`config.mk`:
```
export PLATFORM = sky130hd
export DESIGN_NAME = civil_date_day_count_converter_top
export DESIGN_NICKNAME = d
export VERILOG_FILES = /design/src/sv/cdcc_pkg.sv /design/src/sv/cdcc_pipe_ctrl.sv /design/src/sv/cdcc_to_date.sv /design/src/sv/cdcc_to_count.sv /design/src/sv/civil_date_day_count_converter_top.sv
export SDC_FILE = /design/constraint.sdc
export NUM_CORES = 2
export LEC_CHECK = 0
export BUFFER_PORTS_ARGS = -buffer_cell sky130_fd_sc_hd__buf_2
export CORE_MARGIN = 8
export CORE_UTILIZATION = 55
export CTS_CLUSTER_DIAMETER = 80
export DETAILED_ROUTE_END_ITERATION = 7
export PLACE_DENSITY = 0.81
export SETUP_SLACK_MARGIN = 0.02
export SLEW_MARGIN = 20
export SYNTH_ARGS = -nofsm -noshare
export SYNTH_HDL_FRONTEND = slang
export SYNTH_SLANG_ARGS = --single-unit
export TNS_END_PERCENT = 1
```
`constraint.sdc`:
```
create_clock -name clk -period 8.7 [get_ports clk]
set_input_delay 0.435 -clock clk [delete_from_list [all_inputs] [get_ports clk]]
set_output_delay 0.435 -clock clk [all_outputs]
set_load 0.005 [all_outputs]
```
`src/sv/cdcc_pkg.sv`:
```
package cdcc_pkg;

	// widths and defaults
	localparam int DAY_COUNT_BITS_DEF = 16;
	localparam int NUM_STAGES = 8;
	localparam int IN_FIXED_BITS = 17;
	localparam int OUT_FIELD_BITS = 36;
	localparam int OUT_TDATA_BITS = 40;
	localparam int DOE_BITS = 18;
	localparam int YOE_BITS = 9;

	// calendar constants
	localparam int EPOCH_SHIFT = 719468;
	localparam int ERA_DAYS = 146097;
	localparam int ERA_YEARS = 400;
	localparam int CENT_DAYS = 36524;
	localparam int QUAD_DAYS = 1460;
	localparam int YEAR_DAYS = 365;
	localparam int WEEK_DAYS = 7;
	localparam int MONTH_SPAN = 153;
	localparam int YEAR_BASE = 2000;
	localparam int ERA_OF_BASE = YEAR_BASE / ERA_YEARS;
	localparam int YOE_LAST = ERA_YEARS - 1;

	typedef enum logic {
		CMD_TO_DATE  = 1'b0,
		CMD_TO_COUNT = 1'b1
	} cmd_t;

	typedef logic [NUM_STAGES-1:0] stage_vec_t;

	typedef struct packed {
		stage_vec_t load;
		logic       out_valid;
		logic       out_cmd;
	} pipe_ctrl_t;

	// first day of a march-based month: (153 * m + 2) / 5
	function automatic logic [8:0] month_start(input logic [3:0] mp);
		logic [8:0] days;
		case (mp)
			4'd0:    days = 9'd0;
			4'd1:    days = 9'd31;
			4'd2:    days = 9'd61;
			4'd3:    days = 9'd92;
			4'd4:    days = 9'd122;
			4'd5:    days = 9'd153;
			4'd6:    days = 9'd184;
			4'd7:    days = 9'd214;
			4'd8:    days = 9'd245;
			4'd9:    days = 9'd275;
			4'd10:   days = 9'd306;
			4'd11:   days = 9'd337;
			4'd12:   days = 9'd367;
			default: days = 9'd0;
		endcase
		return days;
	endfunction

	// days before year yoe of an era: 365 * yoe + yoe / 4 - yoe / 100, yoe below 400
	function automatic logic [DOE_BITS-1:0] year_days(input logic [YOE_BITS-1:0] yoe);
		logic [1:0] cent;
		cent = 2'(yoe >= YOE_BITS'(100)) + 2'(yoe >= YOE_BITS'(200))
			+ 2'(yoe >= YOE_BITS'(300));
		return DOE_BITS'(yoe) * DOE_BITS'(YEAR_DAYS) + DOE_BITS'(yoe >> 2)
			- DOE_BITS'(cent);
	endfunction

endpackage

```
`src/sv/cdcc_pipe_ctrl.sv`:
```
module cdcc_pipe_ctrl (
	input  logic                   clk,
	input  logic                   arst_n,
	input  logic                   in_valid,
	input  logic                   in_cmd,
	output logic                   in_ready,
	input  logic                   out_ready,
	output cdcc_pkg::pipe_ctrl_t   ctrl
);
	import cdcc_pkg::*;

	stage_vec_t valid_q;
	stage_vec_t cmd_q;
	stage_vec_t ready;
	stage_vec_t prev_valid;
	stage_vec_t prev_cmd;

	// a stage takes a new request when it is empty or its successor moves on
	always_comb begin
		ready[NUM_STAGES-1] = !valid_q[NUM_STAGES-1] || out_ready;
		for (int i = NUM_STAGES - 2; i >= 0; i--) begin
			ready[i] = !valid_q[i] || ready[i+1];
		end
	end

	assign prev_valid = {valid_q[NUM_STAGES-2:0], in_valid};
	assign prev_cmd   = {cmd_q[NUM_STAGES-2:0], in_cmd};

	// valid and command bits move with the data
	always_ff @(posedge clk or negedge arst_n) begin
		if (!arst_n) begin
			valid_q <= '0;
			cmd_q   <= '0;
		end else begin
			valid_q <= (ready & prev_valid) | (~ready & valid_q);
			cmd_q   <= (ready & prev_cmd) | (~ready & cmd_q);
		end
	end

	assign in_ready       = ready[0];
	assign ctrl.load      = ready & prev_valid;
	assign ctrl.out_valid = valid_q[NUM_STAGES-1];
	assign ctrl.out_cmd   = cmd_q[NUM_STAGES-1];

`ifndef NO_ASSERTIONS
	// input backs up only when the pipe is full and the output is held
	a_full_stall: assert property (@(posedge clk) disable iff (!arst_n)
		!in_ready |-> (valid_q[NUM_STAGES-1] && !out_ready))
		else $error("input stalled while the pipe has room");

	// request count grows by one on an input with no output
	a_fill: assert property (@(posedge clk) disable iff (!arst_n)
		(in_valid && in_ready && !(valid_q[NUM_STAGES-1] && out_ready))
		|=> ($countones(valid_q) == $past($countones(valid_q)) + 1))
		else $error("request lost or duplicated on fill");

	// request count drops by one on an output with no input
	a_drain: assert property (@(posedge clk) disable iff (!arst_n)
		(!(in_valid && in_ready) && valid_q[NUM_STAGES-1] && out_ready)
		|=> ($countones(valid_q) == $past($countones(valid_q)) - 1))
		else $error("request lost or duplicated on drain");

	// request count holds when input and output balance
	a_balance: assert property (@(posedge clk) disable iff (!arst_n)
		((in_valid && in_ready) == (valid_q[NUM_STAGES-1] && out_ready))
		|=> ($countones(valid_q) == $past($countones(valid_q))))
		else $error("request count changed with balanced traffic");
`endif

endmodule

```
`src/sv/cdcc_to_date.sv`:
```
module cdcc_to_date #(
	parameter int DAY_COUNT_BITS = cdcc_pkg::DAY_COUNT_BITS_DEF
) (
	input  logic                      clk,
	input  cdcc_pkg::stage_vec_t      load,
	input  logic [DAY_COUNT_BITS-1:0] day_count,
	output logic [7:0]                out_year_offset,
	output logic [3:0]                out_month,
	output logic [4:0]                out_day_of_month,
	output logic [2:0]                weekday
);
	import cdcc_pkg::*;

	// shifted count, era and year ranges
	localparam longint ZMAX = (longint'(1) << DAY_COUNT_BITS) - 1 + EPOCH_SHIFT;
	localparam int ZW = $clog2(ZMAX + 1);
	localparam longint EMAX = ZMAX / ERA_DAYS;
	localparam int EW = $clog2(EMAX + 1);
	localparam longint YMAX = EMAX * ERA_YEARS + ERA_YEARS;
	localparam int YW = $clog2(YMAX + 1);

	// reciprocals, rounded up, exact over each operand range
	localparam int ERA_K = ZW + DOE_BITS;
	localparam longint ERA_M = ((longint'(1) << ERA_K) + ERA_DAYS - 1) / ERA_DAYS;
	localparam int ERA_PW = ZW + $clog2(ERA_M + 1);

	localparam int WK_K = DAY_COUNT_BITS + 3;
	localparam longint WK_M = ((longint'(1) << WK_K) + WEEK_DAYS - 1) / WEEK_DAYS;
	localparam int WK_PW = DAY_COUNT_BITS + $clog2(WK_M + 1);
	localparam int WQW = $clog2(((longint'(1) << DAY_COUNT_BITS) - 1) / WEEK_DAYS + 1);

	localparam int Q4_K = DOE_BITS + 11;
	localparam longint Q4_M = ((longint'(1) << Q4_K) + QUAD_DAYS - 1) / QUAD_DAYS;
	localparam int Q4_PW = DOE_BITS + $clog2(Q4_M + 1);

	localparam int YR_K = DOE_BITS + 9;
	localparam longint YR_M = ((longint'(1) << YR_K) + YEAR_DAYS - 1) / YEAR_DAYS;
	localparam int YR_PW = DOE_BITS + $clog2(YR_M + 1);

	localparam int MP_VW = 11;
	localparam int MP_K = MP_VW + 8;
	localparam longint MP_M = ((longint'(1) << MP_K) + MONTH_SPAN - 1) / MONTH_SPAN;
	localparam int MP_PW = MP_VW + $clog2(MP_M + 1);

	// day count mod 7 to weekday, day zero a thursday
	function automatic logic [2:0] weekday_of(input logic [2:0] r);
		logic [2:0] wd;
		case (r)
			3'd0:    wd = 3'd4;
			3'd1:    wd = 3'd5;
			3'd2:    wd = 3'd6;
			3'd3:    wd = 3'd7;
			3'd4:    wd = 3'd1;
			3'd5:    wd = 3'd2;
			3'd6:    wd = 3'd3;
			default: wd = 3'd0;
		endcase
		return wd;
	endfunction

	logic [ZW-1:0]             z_s1, z_s2;
	logic [DAY_COUNT_BITS-1:0] cnt_s1, cnt_s2;
	logic [EW-1:0]             era_s2, era_s3, era_s4, era_s5, era_s6, era_s7;
	logic [WQW-1:0]            wq_s2;
	logic [DOE_BITS-1:0]       doe_s3, doe_s4, doe_s5;
	logic [2:0]                wr_s3;
	logic [DOE_BITS-1:0]       t_s4;
	logic [2:0]                wday_s4, wday_s5, wday_s6, wday_s7, wday_s8;
	logic [YOE_BITS-1:0]       yoe_s5, yoe_s6, yoe_s7;
	logic [8:0]                doy_s6, doy_s7;
	logic [3:0]                mp_s7;
	logic [7:0]                yoff_s8;
	logic [3:0]                mon_s8;
	logic [4:0]                day_s8;

	logic [ERA_PW-1:0]         era_prod;
	logic [WK_PW-1:0]          wk_prod;
	logic [Q4_PW-1:0]          q4_prod;
	logic [6:0]                quads;
	logic [2:0]                cents;
	logic                      era_end;
	logic [YR_PW-1:0]          yr_prod;
	logic [MP_VW-1:0]          mp_v;
	logic [MP_PW-1:0]          mp_prod;
	logic                      jan_feb;
	logic [YW-1:0]             year;

	// stage 1: shift the count to a march-based epoch
	always_ff @(posedge clk) begin
		if (load[0]) begin
			z_s1   <= ZW'(day_count) + ZW'(EPOCH_SHIFT);
			cnt_s1 <= day_count;
		end
	end

	// stage 2: era and week quotients
	assign era_prod = ERA_PW'(z_s1) * ERA_PW'(ERA_M);
	assign wk_prod  = WK_PW'(cnt_s1) * WK_PW'(WK_M);

	always_ff @(posedge clk) begin
		if (load[1]) begin
			era_s2 <= EW'(era_prod >> ERA_K);
			wq_s2  <= WQW'(wk_prod >> WK_K);
			z_s2   <= z_s1;
			cnt_s2 <= cnt_s1;
		end
	end

	// stage 3: day of era and weekday remainder
	always_ff @(posedge clk) begin
		if (load[2]) begin
			doe_s3 <= DOE_BITS'(z_s2 - ZW'(era_s2) * ZW'(ERA_DAYS));
			wr_s3  <= 3'(cnt_s2 - DAY_COUNT_BITS'(wq_s2) * DAY_COUNT_BITS'(WEEK_DAYS));
			era_s3 <= era_s2;
		end
	end

	// stage 4: remove leap days so that a plain divide by 365 gives the year
	assign q4_prod = Q4_PW'(doe_s3) * Q4_PW'(Q4_M);
	assign quads   = 7'(q4_prod >> Q4_K);
	assign cents   = 3'(doe_s3 >= DOE_BITS'(CENT_DAYS))
		+ 3'(doe_s3 >= DOE_BITS'(2 * CENT_DAYS))
		+ 3'(doe_s3 >= DOE_BITS'(3 * CENT_DAYS))
		+ 3'(doe_s3 >= DOE_BITS'(4 * CENT_DAYS));
	assign era_end = (doe_s3 == DOE_BITS'(ERA_DAYS - 1));

	always_ff @(posedge clk) begin
		if (load[3]) begin
			t_s4    <= doe_s3 - DOE_BITS'(quads) + DOE_BITS'(cents) - DOE_BITS'(era_end);
			doe_s4  <= doe_s3;
			era_s4  <= era_s3;
			wday_s4 <= weekday_of(wr_s3);
		end
	end

	// stage 5: year of era
	assign yr_prod = YR_PW'(t_s4) * YR_PW'(YR_M);

	always_ff @(posedge clk) begin
		if (load[4]) begin
			yoe_s5  <= YOE_BITS'(yr_prod >> YR_K);
			doe_s5  <= doe_s4;
			era_s5  <= era_s4;
			wday_s5 <= wday_s4;
		end
	end

	// stage 6: day of the march-based year
	always_ff @(posedge clk) begin
		if (load[5]) begin
			doy_s6  <= 9'(doe_s5 - year_days(yoe_s5));
			yoe_s6  <= yoe_s5;
			era_s6  <= era_s5;
			wday_s6 <= wday_s5;
		end
	end

	// stage 7: march-based month
	assign mp_v    = MP_VW'(doy_s6) * MP_VW'(5) + MP_VW'(2);
	assign mp_prod = MP_PW'(mp_v) * MP_PW'(MP_M);

	always_ff @(posedge clk) begin
		if (load[6]) begin
			mp_s7   <= 4'(mp_prod >> MP_K);
			doy_s7  <= doy_s6;
			yoe_s7  <= yoe_s6;
			era_s7  <= era_s6;
			wday_s7 <= wday_s6;
		end
	end

	// stage 8: civil month, day and year offset
	assign jan_feb = (mp_s7 >= 4'd10);
	assign year    = YW'(era_s7) * YW'(ERA_YEARS) + YW'(yoe_s7) + YW'(jan_feb);

	always_ff @(posedge clk) begin
		if (load[7]) begin
			day_s8  <= 5'(doy_s7 - month_start(mp_s7) + 9'd1);
			mon_s8  <= jan_feb ? mp_s7 - 4'd9 : mp_s7 + 4'd3;
			yoff_s8 <= (year >= YW'(YEAR_BASE)) ? 8'(year - YW'(YEAR_BASE)) : 8'd0;
			wday_s8 <= wday_s7;
		end
	end

	assign out_year_offset  = yoff_s8;
	assign out_month        = mon_s8;
	assign out_day_of_month = day_s8;
	assign weekday          = wday_s8;

endmodule

```
`src/sv/cdcc_to_count.sv`:
```
module cdcc_to_count (
	input  logic                  clk,
	input  cdcc_pkg::stage_vec_t  load,
	input  logic [7:0]            year_offset,
	input  logic [3:0]            month,
	input  logic [4:0]            day_of_month,
	output logic [15:0]           out_day_count
);
	import cdcc_pkg::*;

	localparam int DOY_W = 10;
	localparam int SDOE_W = DOE_BITS + 1;
	localparam int CNT_W = SDOE_W + 1;
	// era start relative to the epoch, for the era of the base year and the one before
	localparam int ERA_HI_OFFSET = ERA_OF_BASE * ERA_DAYS - EPOCH_SHIFT;
	localparam int ERA_LO_OFFSET = (ERA_OF_BASE - 1) * ERA_DAYS - EPOCH_SHIFT;

	logic [7:0]               yo_s1;
	logic [3:0]               mon_s1;
	logic [4:0]               dom_s1;
	logic [YOE_BITS-1:0]      yoe_s2;
	logic signed [DOY_W-1:0]  doy_s2;
	logic                     era_hi_s2, era_hi_s3;
	logic signed [SDOE_W-1:0] doe_s3;
	logic [15:0]              cnt_s4, cnt_s5, cnt_s6, cnt_s7, cnt_s8;

	logic                     early;
	logic                     prev_era;
	logic [3:0]               shifted;
	logic signed [CNT_W-1:0]  cnt_full;

	// stage 1: capture the date
	always_ff @(posedge clk) begin
		if (load[0]) begin
			yo_s1  <= year_offset;
			mon_s1 <= month;
			dom_s1 <= day_of_month;
		end
	end

	// stage 2: march-based year and day of year
	// years offered span 2000..2255, so only january or february of 2000 fall in the prior era
	assign early    = (mon_s1 <= 4'd2);
	assign prev_era = early && (yo_s1 == 8'd0);
	assign shifted  = early ? mon_s1 + 4'd9 : mon_s1 - 4'd3;

	always_ff @(posedge clk) begin
		if (load[1]) begin
			yoe_s2    <= prev_era ? YOE_BITS'(YOE_LAST) : YOE_BITS'(yo_s1) - YOE_BITS'(early);
			era_hi_s2 <= !prev_era;
			// day zero lands one before the month start
			doy_s2    <= DOY_W'(month_start(shifted)) + DOY_W'(dom_s1) - DOY_W'(1);
		end
	end

	// stage 3: day of era
	always_ff @(posedge clk) begin
		if (load[2]) begin
			doe_s3    <= SDOE_W'(year_days(yoe_s2))
				+ {{(SDOE_W - DOY_W){doy_s2[DOY_W-1]}}, doy_s2};
			era_hi_s3 <= era_hi_s2;
		end
	end

	// stage 4: count from the epoch, clamped at zero
	assign cnt_full = {doe_s3[SDOE_W-1], doe_s3}
		+ (era_hi_s3 ? CNT_W'(ERA_HI_OFFSET) : CNT_W'(ERA_LO_OFFSET));

	always_ff @(posedge clk) begin
		if (load[3]) begin
			cnt_s4 <= cnt_full[CNT_W-1] ? 16'd0 : cnt_full[15:0];
		end
	end

	// stages 5 to 8: match the date path latency
	always_ff @(posedge clk) begin
		if (load[4]) begin
			cnt_s5 <= cnt_s4;
		end
		if (load[5]) begin
			cnt_s6 <= cnt_s5;
		end
		if (load[6]) begin
			cnt_s7 <= cnt_s6;
		end
		if (load[7]) begin
			cnt_s8 <= cnt_s7;
		end
	end

	assign out_day_count = cnt_s8;

endmodule

```
`src/sv/civil_date_day_count_converter_top.sv`:
```
// channel   dir  fields
// s_*       in   tuser: command; tdata: day_count, year_offset, month, day_of_month
// m_*       out  tdata: out_day_count, out_year_offset, out_month, out_day_of_month, weekday
//
// eight register stages, one request accepted per cycle while s_tready is high
// the constant-reciprocal multipliers sit in stages 2, 4, 5 and 7
// arst_n clears only the stage valid and command bits; data registers carry no reset
// a held result stalls only the stages behind it, empty stages keep filling
// s_tready drops only when all eight stages hold requests and m_tready is low
module civil_date_day_count_converter_top #(
	parameter int DAY_COUNT_BITS = cdcc_pkg::DAY_COUNT_BITS_DEF
) (
	input  logic clk,
	input  logic arst_n,
	input  logic s_tvalid,
	output logic s_tready,
	// day_count, year_offset[7:0], month[3:0], day_of_month[4:0], zero fill
	input  logic [((DAY_COUNT_BITS + cdcc_pkg::IN_FIXED_BITS + 7) / 8) * 8 - 1:0] s_tdata,
	// command
	input  logic [0:0] s_tuser,
	output logic m_tvalid,
	input  logic m_tready,
	// out_day_count[15:0], out_year_offset[7:0], out_month[3:0],
	// out_day_of_month[4:0], weekday[2:0], zero fill
	output logic [cdcc_pkg::OUT_TDATA_BITS-1:0] m_tdata
);
	import cdcc_pkg::*;

	pipe_ctrl_t ctrl;
	logic [15:0] cnt;
	logic [7:0]  yoff;
	logic [3:0]  mon;
	logic [4:0]  dom;
	logic [2:0]  wday;
	logic        is_count;

	// valid tracking and stage loads
	cdcc_pipe_ctrl u_ctrl (
		.clk       (clk),
		.arst_n    (arst_n),
		.in_valid  (s_tvalid),
		.in_cmd    (s_tuser[0]),
		.in_ready  (s_tready),
		.out_ready (m_tready),
		.ctrl      (ctrl)
	);

	// day count to date
	cdcc_to_date #(
		.DAY_COUNT_BITS (DAY_COUNT_BITS)
	) u_to_date (
		.clk              (clk),
		.load             (ctrl.load),
		.day_count        (s_tdata[DAY_COUNT_BITS-1:0]),
		.out_year_offset  (yoff),
		.out_month        (mon),
		.out_day_of_month (dom),
		.weekday          (wday)
	);

	// date to day count
	cdcc_to_count u_to_count (
		.clk           (clk),
		.load          (ctrl.load),
		.year_offset   (s_tdata[DAY_COUNT_BITS +: 8]),
		.month         (s_tdata[DAY_COUNT_BITS + 8 +: 4]),
		.day_of_month  (s_tdata[DAY_COUNT_BITS + 12 +: 5]),
		.out_day_count (cnt)
	);

	// fields of the other direction read as zero
	assign is_count = (ctrl.out_cmd == CMD_TO_COUNT);
	assign m_tvalid = ctrl.out_valid;
	assign m_tdata  = {{(OUT_TDATA_BITS - OUT_FIELD_BITS){1'b0}},
		is_count ? 3'd0 : wday,
		is_count ? 5'd0 : dom,
		is_count ? 4'd0 : mon,
		is_count ? 8'd0 : yoff,
		is_count ? cnt : 16'd0};

endmodule
```
==> results.json <==
{
  "status": "completed",
  "synth_seq_area_share_pct": 26.0,
  "cp_slowest_cell": "fa_1",
  "setup-tns-final_ns": 0,
  "netlist_instances": 3650,
  "synth_warnings": 0,
  "area_growth_pct": 8.61,
  "wl_per_cell_um": 16.7,
  "worst_pin_slew_ns": 1.06,
  "core_area_um2": 74400,
  "netlist_area_um2": 41300,
  "fill_cells": 5648,
  "crit_top_cell": "fa_1",
  "synth-seq-cells": 362,
  "port_buffers": 75,
  "yosysTopAreaCellShare_pct": 26.7,
  "tritoncts": "built",
  "hold_end": "u_to_count.yo_s1[6]",
  "crit_type": "reg2reg",
  "clock-sinks": 362,
  "yosys-top-cells-area": "ha_1 27%, edfxtp_1 25%, fa_1 23%, inv_1 7.8%, xnor2_1 2.7%",
  "first_global_vias": 27600,
  "r2r-start": "u_to_date.doe_s3[6]",
  "netlist_top_cells_count": "883 x ha_1, 860 x inv_1, 474 x fa_1, 341 x edfxtp_1, 127 x xnor2_1",
  "r2r.worst_path.cells": 29,
  "clock.fmax_mhz": 118,
  "ys.flop_type": "edfxtp_1",
  "clkTransAtPathRegs_ns": 0.06,
  "htree_levels": 2,
  "grt_util_met2_pct": 35.7,
  "cts-root-buf": "clkbuf_16",
  "grt_overflow": 0,
  "die_width_um": 290,
  "grt_first_pass_wirelength_mm": 136,
  "cp.arrival_ns": 8.77,
  "finalMaxSlewViolations": 0,
  "finalCritPeriodShare_pct": 97.2,
  "hold_path_depth": 1,
  "drtIter0Drc": 1070,
  "vias_per_cell": 5.29,
  "avgSynthCellArea_um2": 11.3,
  "end_kind": "flop",
  "crit_required_ns": 9.01,
  "io_pins": 87,
  "crit_start": "u_to_date.doe_s3[6]",
  "dp_hpwl_mm": 65.8,
  "cts_buffers": 41,
  "maxCapViolations": 0,
  "yosysUniqueCellTypes": 71,
  "drc": 0,
  "yosys.area.top_type": "ha_1",
  "start_kind": "flop",
  "min_path_type": "in2reg",
  "fin_worst_skew_ns": 0.0165,
  "start_util_pct": 55.5,
  "track_usage_pct": 19.4,
  "critPathMaxStageDelay_ns": 0.56,
  "antenna_left": 0,
  "synth_async_sr_flop_share_pct": 4.42,
  "layout-drive-gt1-share_pct": 7.19,
  "multi_input_area_um2": 27500,
  "min_period_ns": 8.46,
  "stdcell_area_um2": 44900,
  "worst_slack_ns": 0.240,
  "seq_area_um2": 10700,
  "met1_usage_pct": 24.2,
  "dieHeight_um": 290,
  "clockBufferDepth": 3,
  "holdWs_ns": 0.0369,
  "setup_violations": 0,
  "vias": 25500,
  "fin_nets": 5224,
  "finalHoldViolCount": 0,
  "post-synth-top-count-cell": "ha_1",
  "grt_antenna_before_repair": 0,
  "clock_latency_ns": 0.57,
  "crit_fanout": 4,
  "worstHoldStart": "s_tdata[22]",
  "synth-edff-count": 341,
  "dieArea_um2": 84200,
  "grt_max_degree": 50,
  "dp_slack_ns": -0.274,
  "wl_mm": 80.6,
  "rows": 100,
  "drt_first_pass_iters": 6,
  "grt-busiest-layer": "met2",
  "gr-usage-met3_pct": 1.75,
  "placed_area_um2": 43300,
  "reg2reg_to": "u_to_date.t_s4[14]",
  "gp_congestion": 0.910,
  "diodes": 0,
  "relSlewSlack_pct": 29.2,
  "rsz0062_at_grt": "yes",
  "ff2ff_setup_slack_ns": 0.24
}
## logic make-up after synthesis
kind of cell / after synthesis / synth area share, %
xor+xnor: 179 / 3.79
fa+ha+maj: 1357 / 49.7
flops: 362 / 26.0
compound gates: 374 / 6.16
mux: 14 / 0.366
simple gates: 487 / 6.01
buf+inv: 876 / 8.00
other cells: 1 / 0.00907
## metal layers
metal  part of all wire (%)  wire length, um
met4                    2.8             2240
met2                     52            41700
met5                      0                0
met3                    3.3             2660
met1                     42            34000
## worst max-delay path: cells and delay by family (launching register included)
kind | cells | cell delay [ns]
adder cells (fa/ha/maj) | 10 | 4.60
flip-flops | 1 | 0.47
AO/OA/AOI/OAI | 9 | 1.64
buffers and inverters | 5 | 0.56
AND/OR/NAND/NOR | 5 | 0.90
## how the worst max path moves through the flow
stage | endpoint | slack (ns) | depth (start not counted)
final | u_to_date.t_s4[14] | 0.24 | 29
after CTS | u_to_date.t_s4[16] | 0.02 | 33
after floorplan | u_to_date.t_s4[14] | 0.14 | 29
after global placement | u_to_date.t_s4[14] | 0.02 | 30
after global routing | u_to_date.t_s4[16] | -0.01 | 30
after detailed placement | u_to_date.t_s4[14] | -0.27 | 32
## per-stage QoR
| stage | util (%) | std cells |
|---|---|---|
| 3_3_place_gp | 58.1 | 4732 |
| 6_report | 60.3 | 4824 |
| 5_1_grt | 60.3 | 4824 |
| 4_1_cts | 60.0 | 4812 |
| 3_5_place_dp | 58.1 | 4732 |
| 2_1_floorplan | - | 3653 |
## cell usage in the layout, fill, tap and decap left out, types with 61 or more instances in the layout
cell	Yosys	routed
fa_1	474	469
inv_1	860	858
edfxtp_1	341	341
xnor2_1	127	127
buf_4	5	61
nor2_1	98	97
a21oi_1	102	95
buf_2	0	75
ha_1	883	876
nand2_1	105	105
## state kept, by name, indices dropped and copies added, names as in the netlist, 5 cells and up, named ones only
signal                      flops
u_to_count.doe_s3              19
u_to_date.doe_s3               18
u_to_date.t_s4                 18
u_to_count.cnt_s4              16
u_to_count.cnt_s5              16
u_to_count.cnt_s6              16
u_to_count.cnt_s7              16
u_to_count.out_day_count       16
u_to_date.cnt_s1               16
u_to_date.z_s1                 15
u_to_date.z_s2                 15
u_to_count.doy_s2              10
u_to_count.yoe_s2               9
u_to_date.doe_s4                9
u_to_date.doe_s5                9
u_to_date.doy_s6                9
u_to_date.yoe_s5                9
u_to_date.yoe_s6                9
u_to_date.yoe_s7                9
u_to_count.yo_s1                8
u_to_date.out_year_offset       8
u_to_count.dom_s1               5
u_to_date.doy_s7                5
u_to_date.out_day_of_month      5
## what timing repair did
item | in CTS | in global routing
pin swaps | 12 | 38
setup buffers | 3 | 12
setup endpoints to repair | 3 | 9
hold buffers | 1 | 0
gates resized for setup | 12 | 26
hold endpoints to repair | 16 | 0
## layout make-up
class	instances	share of cell area, %
Multi-Input combinational cell	2415	61.2
Sequential cell	362	23.9
Inverter	861	7.20
Tap cell	969	2.70
Clock buffer	50	2.36
Timing Repair Buffer	141	1.98
Clock inverter	26	0.633
Power is not shown: default switching activity piles up to over one toggle a cycle in this logic, so the estimate is an artifact.
